$ cat src/hdl/timestamp_sync_interpolator_assert.svh
// ----------------------------------------------------------------------------
// timestamp sync interpolator assertion macros
// shared concurrent assertion forms, clocked on clk, quiet during reset
// ----------------------------------------------------------------------------
`ifndef TIMESTAMP_SYNC_INTERPOLATOR_ASSERT_SVH
`define TIMESTAMP_SYNC_INTERPOLATOR_ASSERT_SVH

// expression must never be true
`define TSI_ASSERT_NEVER(lbl, expr, msg) \
  lbl: assert property (@(posedge clk) disable iff (!rst_n) !(expr)) else $error(msg);

// antecedent in one cycle implies consequent in the next
`define TSI_ASSERT_NEXT(lbl, ante, cons, msg) \
  lbl: assert property (@(posedge clk) disable iff (!rst_n) (ante) |=> (cons)) else $error(msg);

`endif

$ cat src/hdl/tsi_pkg.sv
// ----------------------------------------------------------------------------
// tsi_pkg
// shared types and constants of the timestamp sync interpolator
// ----------------------------------------------------------------------------
`timescale 1ns / 1ps
`default_nettype none
package tsi_pkg;

  localparam int FIFO_DEPTH_DEF = 16;
  localparam int TIME_W = 40;
  localparam int VEL_W  = 32;
  localparam int GAP_W  = 24;
  localparam logic [GAP_W-1:0] GAP_RST = 24'd200000;

  localparam logic [1:0] ST_OK      = 2'd0;
  localparam logic [1:0] ST_NO_PREV = 2'd1;
  localparam logic [1:0] ST_GAP     = 2'd2;
  localparam logic [1:0] ST_SHORT   = 2'd3;

  typedef struct packed {
    logic       push;
    logic       load;
    logic       rd_front;
    logic       rd_back;
    logic       pop;
    logic       eval;
    logic       copy;
    logic       mul_a;
    logic       mul_b;
    logic       sum;
    logic       div_step;
    logic       div_store;
    logic       emit;
    logic [1:0] status;
  } tsi_cmd_t;

  typedef struct packed {
    logic lt2;
    logic front_late;
    logic back_early;
    logic gap_bad;
    logic d_zero;
    logic div_last;
    logic axis_last;
  } tsi_stat_t;

endpackage
`default_nettype wire

$ cat src/hdl/tsi_ctrl.sv
// ----------------------------------------------------------------------------
// tsi_ctrl
// sequencer for push, head trimming, gap checks and per-axis division
// ----------------------------------------------------------------------------
`timescale 1ns / 1ps
`default_nettype none
module tsi_ctrl (
  input  wire                clk,
  input  wire                rst_n,
  input  wire                start,
  input  wire                in_mode,
  input  tsi_pkg::tsi_stat_t st,
  output logic               busy,
  output tsi_pkg::tsi_cmd_t  cmd
);
  import tsi_pkg::*;

  localparam logic [3:0] S_IDLE = 4'd0;
  localparam logic [3:0] S_RF   = 4'd1;
  localparam logic [3:0] S_RB   = 4'd2;
  localparam logic [3:0] S_EV   = 4'd3;
  localparam logic [3:0] S_MA   = 4'd4;
  localparam logic [3:0] S_MB   = 4'd5;
  localparam logic [3:0] S_SM   = 4'd6;
  localparam logic [3:0] S_DV   = 4'd7;
  localparam logic [3:0] S_ST   = 4'd8;
  localparam logic [3:0] S_OK   = 4'd9;

  logic [3:0] state_r, state_nxt;

  always_ff @(posedge clk) begin
    if (!rst_n) begin
      state_r <= S_IDLE;
    end else begin
      state_r <= state_nxt;
    end
  end

  assign busy = (state_r != S_IDLE);

  always_comb begin
    cmd       = '0;
    state_nxt = state_r;
    unique case (state_r)
      S_IDLE: begin
        if (start) begin
          if (in_mode) begin
            cmd.load  = 1'b1;
            state_nxt = S_RF;
          end else begin
            cmd.push = 1'b1;
          end
        end
      end
      S_RF: begin
        if (st.lt2) begin
          cmd.emit   = 1'b1;
          cmd.status = ST_SHORT;
          state_nxt  = S_IDLE;
        end else begin
          cmd.rd_front = 1'b1;
          state_nxt    = S_RB;
        end
      end
      S_RB: begin
        cmd.rd_back = 1'b1;
        state_nxt   = S_EV;
      end
      S_EV: begin
        if (st.front_late) begin
          cmd.emit   = 1'b1;
          cmd.status = ST_NO_PREV;
          state_nxt  = S_IDLE;
        end else if (st.back_early) begin
          cmd.pop   = 1'b1;
          state_nxt = S_RF;
        end else if (st.gap_bad) begin
          cmd.pop    = 1'b1;
          cmd.emit   = 1'b1;
          cmd.status = ST_GAP;
          state_nxt  = S_IDLE;
        end else if (st.d_zero) begin
          cmd.copy  = 1'b1;
          state_nxt = S_OK;
        end else begin
          cmd.eval  = 1'b1;
          state_nxt = S_MA;
        end
      end
      S_MA: begin
        cmd.mul_a = 1'b1;
        state_nxt = S_MB;
      end
      S_MB: begin
        cmd.mul_b = 1'b1;
        state_nxt = S_SM;
      end
      S_SM: begin
        cmd.sum   = 1'b1;
        state_nxt = S_DV;
      end
      S_DV: begin
        cmd.div_step = 1'b1;
        if (st.div_last) begin
          state_nxt = S_ST;
        end
      end
      S_ST: begin
        cmd.div_store = 1'b1;
        state_nxt     = st.axis_last ? S_OK : S_MA;
      end
      S_OK: begin
        cmd.emit   = 1'b1;
        cmd.status = ST_OK;
        state_nxt  = S_IDLE;
      end
      default: begin
        state_nxt = S_IDLE;
      end
    endcase
  end

endmodule
`default_nettype wire

$ cat config.mk
export PLATFORM = sky130hd
export DESIGN_NAME = tsi_ctrl
export DESIGN_NICKNAME = d
export VERILOG_FILES = /design/src/hdl/timestamp_sync_interpolator_assert.svh /design/src/hdl/tsi_pkg.sv /design/src/hdl/tsi_ctrl.sv
export SDC_FILE = /design/constraint.sdc
export NUM_CORES = 1
export LEC_CHECK = 0
export ABC_AREA = 0
export ABC_CLOCK_PERIOD_IN_PS = 4000
export BUFFER_PORTS_ARGS = -buffer_cell sky130_fd_sc_hd__clkbuf_2
export CAP_MARGIN = 40
export CORE_AREA = 2 2 39 41
export CTS_CLUSTER_SIZE = 10
export DETAILED_ROUTE_END_ITERATION = 10
export DIE_AREA = 0 0 41 43
export PLACE_DENSITY = 0.67
export SETUP_SLACK_MARGIN = 0.15
export SYNTH_ARGS = -nofsm -noshare
export SYNTH_HDL_FRONTEND = slang
export SYNTH_SLANG_ARGS = --single-unit
$ cat constraint.sdc
create_clock -name clk -period 4 [get_ports clk]
set_clock_uncertainty 0.2 [all_clocks]
set_input_delay 0.4 -clock clk [delete_from_list [all_inputs] [get_ports clk]]
set_output_delay 0.4 -clock clk [all_outputs]
set_load 0.01 [all_outputs]
# Yosys cells after proc, flatten, opt, wreduce, memory -nomap -nowiden
# Cells that the tools add are included.
# word_totals
reg_bits,4
wordCells,51
# classes
n_eq_ne,12
muxes,35
reduce_logical,3
# op_table
op,n
4-bit one-hot mux with 9 select lines,1
4-bit two-way mux,8
3-bit two-way mux,6
4-bit by 3-bit == test with 1-bit output (second input constant),4
1-bit two-way mux,14
2-bit two-way mux,5
3-bit one-hot mux with 3 select lines,1
4-bit by 2-bit == test with 1-bit output (second input constant),2
4-bit == test (second input constant),2
2-bit inequality test (second input constant),3
4-bit by 1-bit == test with 1-bit output (second input constant),1
4-bit zero test,1
4-bit nonzero test,1
3-bit AND reduction,1

# Logic depth before layout (Yosys ltp)
# depth
word_depth,5
depth_mapped,5
depth_no_buf,4

# Least setup slack after synthesis
# OpenSTA, ideal clock, no wires.
# synth_timing
kind,reg2out
start,reg state_r[1]
end,out cmd[10] (netlist name)
arrival_ns,1.151
required_time_ns,3.400
slack_ns,2.249
path_stages_with_launch,4
path_buffers,1
path_cell_list,dfxtp_1 buf_4 nand2_1 nor4_1
# synth_lines
item,line,text
"start, declared",tsi_ctrl.sv:29,"logic [3:0] state_r, state_nxt;"
"start signal, assigned",tsi_ctrl.sv:35,state_r <= state_nxt;
"end, declared",tsi_ctrl.sv:14,output tsi_pkg::tsi_cmd_t cmd

==> impl_metrics.prom <==
# TYPE chip_impl_metric gauge
chip_impl_metric{name="detail_route.drc_violations",unit=""} 0
chip_impl_metric{name="h_tree_depth_reported_by_cts",unit=""} 1
chip_impl_metric{name="cts_resized",unit=""} 0
chip_impl_metric{name="ys_seq_area_share",unit="%"} 16.8
chip_impl_info{name="cp-start-kind",value="register"} 1
chip_impl_metric{name="finalHoldViolations",unit=""} 0
chip_impl_info{name="cts_tree",value="built"} 1
chip_impl_metric{name="postCtsSetupBuffers",unit=""} 0
chip_impl_metric{name="synth_cells",unit=""} 63
chip_impl_metric{name="clock_path_buffers",unit=""} 2
chip_impl_info{name="reg2reg_from",value="state_r[1]"} 1
chip_impl_metric{name="drt-pass1-iter-count",unit=""} 4
chip_impl_metric{name="setup_viol",unit=""} 0
chip_impl_metric{name="clkTransAtPathRegs",unit="ns"} 0.04
chip_impl_metric{name="synth.lib_cells_used.distinct",unit=""} 35
chip_impl_info{name="min-delay-path-class",value="in2reg"} 1
chip_impl_metric{name="dieArea",unit="um2"} 1760
chip_impl_metric{name="cts_hold_repair.buffers",unit=""} 0
chip_impl_metric{name="synth_adder_area_share",unit="%"} 0
chip_impl_info{name="outcome",value="completed"} 1
chip_impl_info{name="r2r-end",value="state_r[3]"} 1
chip_impl_metric{name="largest_net_degree_at_the_start_of_global_routing",unit=""} 17
chip_impl_metric{name="starting_utilization_of_the_core_area",unit="%"} 34.4
chip_impl_info{name="rsz_0062_raised_after_global_routing",value="false"} 1
chip_impl_metric{name="xor_xnor_share_of_the_synthesized_area",unit="%"} 0
chip_impl_metric{name="share_of_synthesized_area_spent_on_multiplexers",unit="%"} 2.11
chip_impl_metric{name="vias_per_cell",unit=""} 5.38
chip_impl_metric{name="rr_worst_depth",unit=""} 3
chip_impl_info{name="commonest_non_fill_non_tap_cell_in_the_layout",value="clkbuf_2"} 1
chip_impl_metric{name="final.fill_count",unit=""} 152
chip_impl_metric{name="syn_nets",unit=""} 74
chip_impl_metric{name="dpl_cell_area",unit="um2"} 598
chip_impl_info{name="root_buffer",value="clkbuf_4"} 1
chip_impl_info{name="synth_area_leader_cell",value="dfxtp_1"} 1
chip_impl_metric{name="cp_data_required_time",unit="ns"} 3.40
chip_impl_metric{name="core.rowCount",unit=""} 14
chip_impl_metric{name="timing.final.crit_share",unit="%"} 55.2
chip_impl_metric{name="final-seq-area",unit="um2"} 80.1
chip_impl_metric{name="fin_tns_setup",unit="ns"} 0
chip_impl_info{name="timing.setup.critical_path_class",value="reg2out"} 1
chip_impl_metric{name="finalInstanceArea",unit="um2"} 621
chip_impl_metric{name="clock_latency",unit="ns"} 0.23
chip_impl_metric{name="largest_register_ffs",unit=""} 4
chip_impl_info{name="worstSetupStartpoint",value="state_r[1]"} 1
chip_impl_metric{name="antenna_left",unit=""} 0
chip_impl_info{name="timing.critical_path.to_type",value="output pin"} 1
chip_impl_metric{name="detailed_place_hpwl",unit="um"} 1000
chip_impl_metric{name="critPathArrivalTime",unit="ns"} 1.61
chip_impl_metric{name="port-buffer-count",unit=""} 26
chip_impl_metric{name="utilization",unit="%"} 44.8
chip_impl_metric{name="antenna-diode-count",unit=""} 0
chip_impl_metric{name="yosysWarnings",unit=""} 0
chip_impl_info{name="setup.worst_path.end",value="cmd[10]"} 1
chip_impl_metric{name="synth.ff_latch_count",unit=""} 4
chip_impl_metric{name="layout_min_cycle_time",unit="ns"} 2.21
chip_impl_metric{name="crit_path_max_fanout",unit=""} 16
chip_impl_metric{name="initialDrtViolationCount",unit=""} 12
chip_impl_info{name="largest-register",value="state_r"} 1
chip_impl_metric{name="syn-mean-instance-area",unit="um2"} 7.55
chip_impl_metric{name="final_stage_net_count",unit=""} 101
chip_impl_metric{name="multi_input_combinational_cell_area",unit="um2"} 342
chip_impl_metric{name="core-area",unit="um2"} 1380
chip_impl_info{name="reg_top3",value="state_r x4"} 1
chip_impl_metric{name="grt_first_pass_wirelength",unit="um"} 1780
chip_impl_metric{name="global_route.overflow_total",unit=""} 0
chip_impl_metric{name="clock_sink_count",unit=""} 4
chip_impl_metric{name="first_global_vias",unit=""} 456
chip_impl_metric{name="max_clock_freq",unit="MHz"} 453
chip_impl_metric{name="total_leakage_power",unit="nW"} 0.288
chip_impl_metric{name="max_ir_drop_vdd",unit="mV"} 0.135
chip_impl_metric{name="timing.reg2reg.setup_slack",unit="ns"} 2.32
chip_impl_metric{name="post_synth_and_or_nand_nor_area_fraction",unit="%"} 44.5
chip_impl_metric{name="vias",unit=""} 559
chip_impl_metric{name="groute.usage.overall",unit="%"} 14.9
chip_impl_metric{name="synth_area",unit="um2"} 475
chip_impl_metric{name="slew_headroom",unit="%"} 59.3
chip_impl_metric{name="total_power",unit="W"} 0.000140
chip_impl_metric{name="route.detailed.wl_per_inst",unit="um"} 12.1
chip_impl_metric{name="postRouteWirelength",unit="um"} 1260
chip_impl_metric{name="design.portCount",unit=""} 27
chip_impl_metric{name="area_growth_from_synthesis_to_layout",unit="%"} 30.5
chip_impl_metric{name="timing.final.max_slew_violations",unit=""} 0
chip_impl_metric{name="drive_above_1_share",unit="%"} 42.0
chip_impl_metric{name="synth_compound_gate_area_share",unit="%"} 25.3
chip_impl_metric{name="floorplan.die.width",unit="um"} 41
chip_impl_metric{name="number_of_antenna_violations_at_the_first_check_in_global_routing",unit=""} 0
chip_impl_metric{name="max_cap_violations",unit=""} 0
chip_impl_info{name="yosys-top-cells-area",value="dfxtp_1, nor3_1, nor4b_4"} 1
chip_impl_metric{name="die_y",unit="um"} 43
chip_impl_metric{name="cts-buffers-inserted",unit=""} 3
chip_impl_info{name="largest_family_of_logic_cells_by_synthesized_area",value="simple AND/OR/NAND/NOR gates"} 1
chip_impl_metric{name="synth_largest_type_area_fraction",unit="%"} 16.8
chip_impl_metric{name="tightest_slew",unit="ns"} 0.609
chip_impl_metric{name="power.density_cell_area",unit="nW/um2"} 225
chip_impl_metric{name="routabilityCongestion",unit=""} 0.763
chip_impl_info{name="mostFrequentLayoutCells",value="clkbuf_2, inv_1, nor3_1"} 1
==> worst min-delay path by stage <==
stage	startpoint	to	slack [ns]	depth (start not counted)
CTS	rst_n	state_r[2]	0.24	2
finish	rst_n	state_r[2]	0.24	2
floorplan	rst_n	state_r[2]	0.33	1
global route	rst_n	state_r[2]	0.25	2
detailed placement	rst_n	state_r[2]	0.48	2
global placement	rst_n	state_r[2]	0.49	2
==> stage by stage <==
stage          std cells  setup slack [ns]  hold slack (ns)
6_report             104              1.79            0.240
3_3_place_gp         101              2.06            0.493
2_1_floorplan         63              2.25            0.328
3_5_place_dp         101              2.04            0.481
4_1_cts              104              1.80            0.236
5_1_grt              104              1.70            0.251
==> cell type report <==
cell class	count	area share, %
clock buffer	3	3.63
inverter	7	4.23
timing repair buffer	26	21.0
sequential	4	12.9
tap	16	3.23
multi-input combinational	48	55.0
==> kinds of logic (layout without fill, tap and decap cells) <==
family          Yosys count  after routing
flops                     4              4
compound gates           15             15
mux                       1              1
simple gates             32             32
buf+inv                  11             36
==> synth_stat cells, drive strengths merged <==
cell    n
inv     7
nor3    5
buf     4
dfxtp   4
nand2   4
nor2    4
nor4    4
a21oi   3
nor2b   3
o21ai   3
and4b   2
nor3b   2
nor4b   2
a211oi  1
a221oi  1
a22oi   1
a311oi  1
a31oi   1
and2    1
and2b   1
and3    1
mux2i   1
nand2b  1
nand3   1
nand4   1
o211a   1
o211ai  1
o221ai  1
o31a    1
==> worst max-delay path: stages, from the launching register on <==
cell and delay [ns]:
dfxtp_1 0.70, nand2_1 0.20, nor4_1 0.30, clkbuf_2 0.18
==> power by group <==
group	internal [W]	total, W	switching, W
Clock	0.0000335	0.0000492	0.0000157
Sequential	0.0000419	0.0000491	0.00000717
Combinational	0.0000184	0.0000414	0.0000230
Total	0.0000938	0.000140	0.0000459
==> metal layers <==
layer,part of all wire (%),vias to the layer above,global-route usage [%]
met4,0,0,8.00
met2,53,10,25.9
met5,0,-,0
met1,43,262,15.1
li1,-,287,-
met3,3.8,0,3.14
No activity file was read; power rests on OpenSTA's default activity.
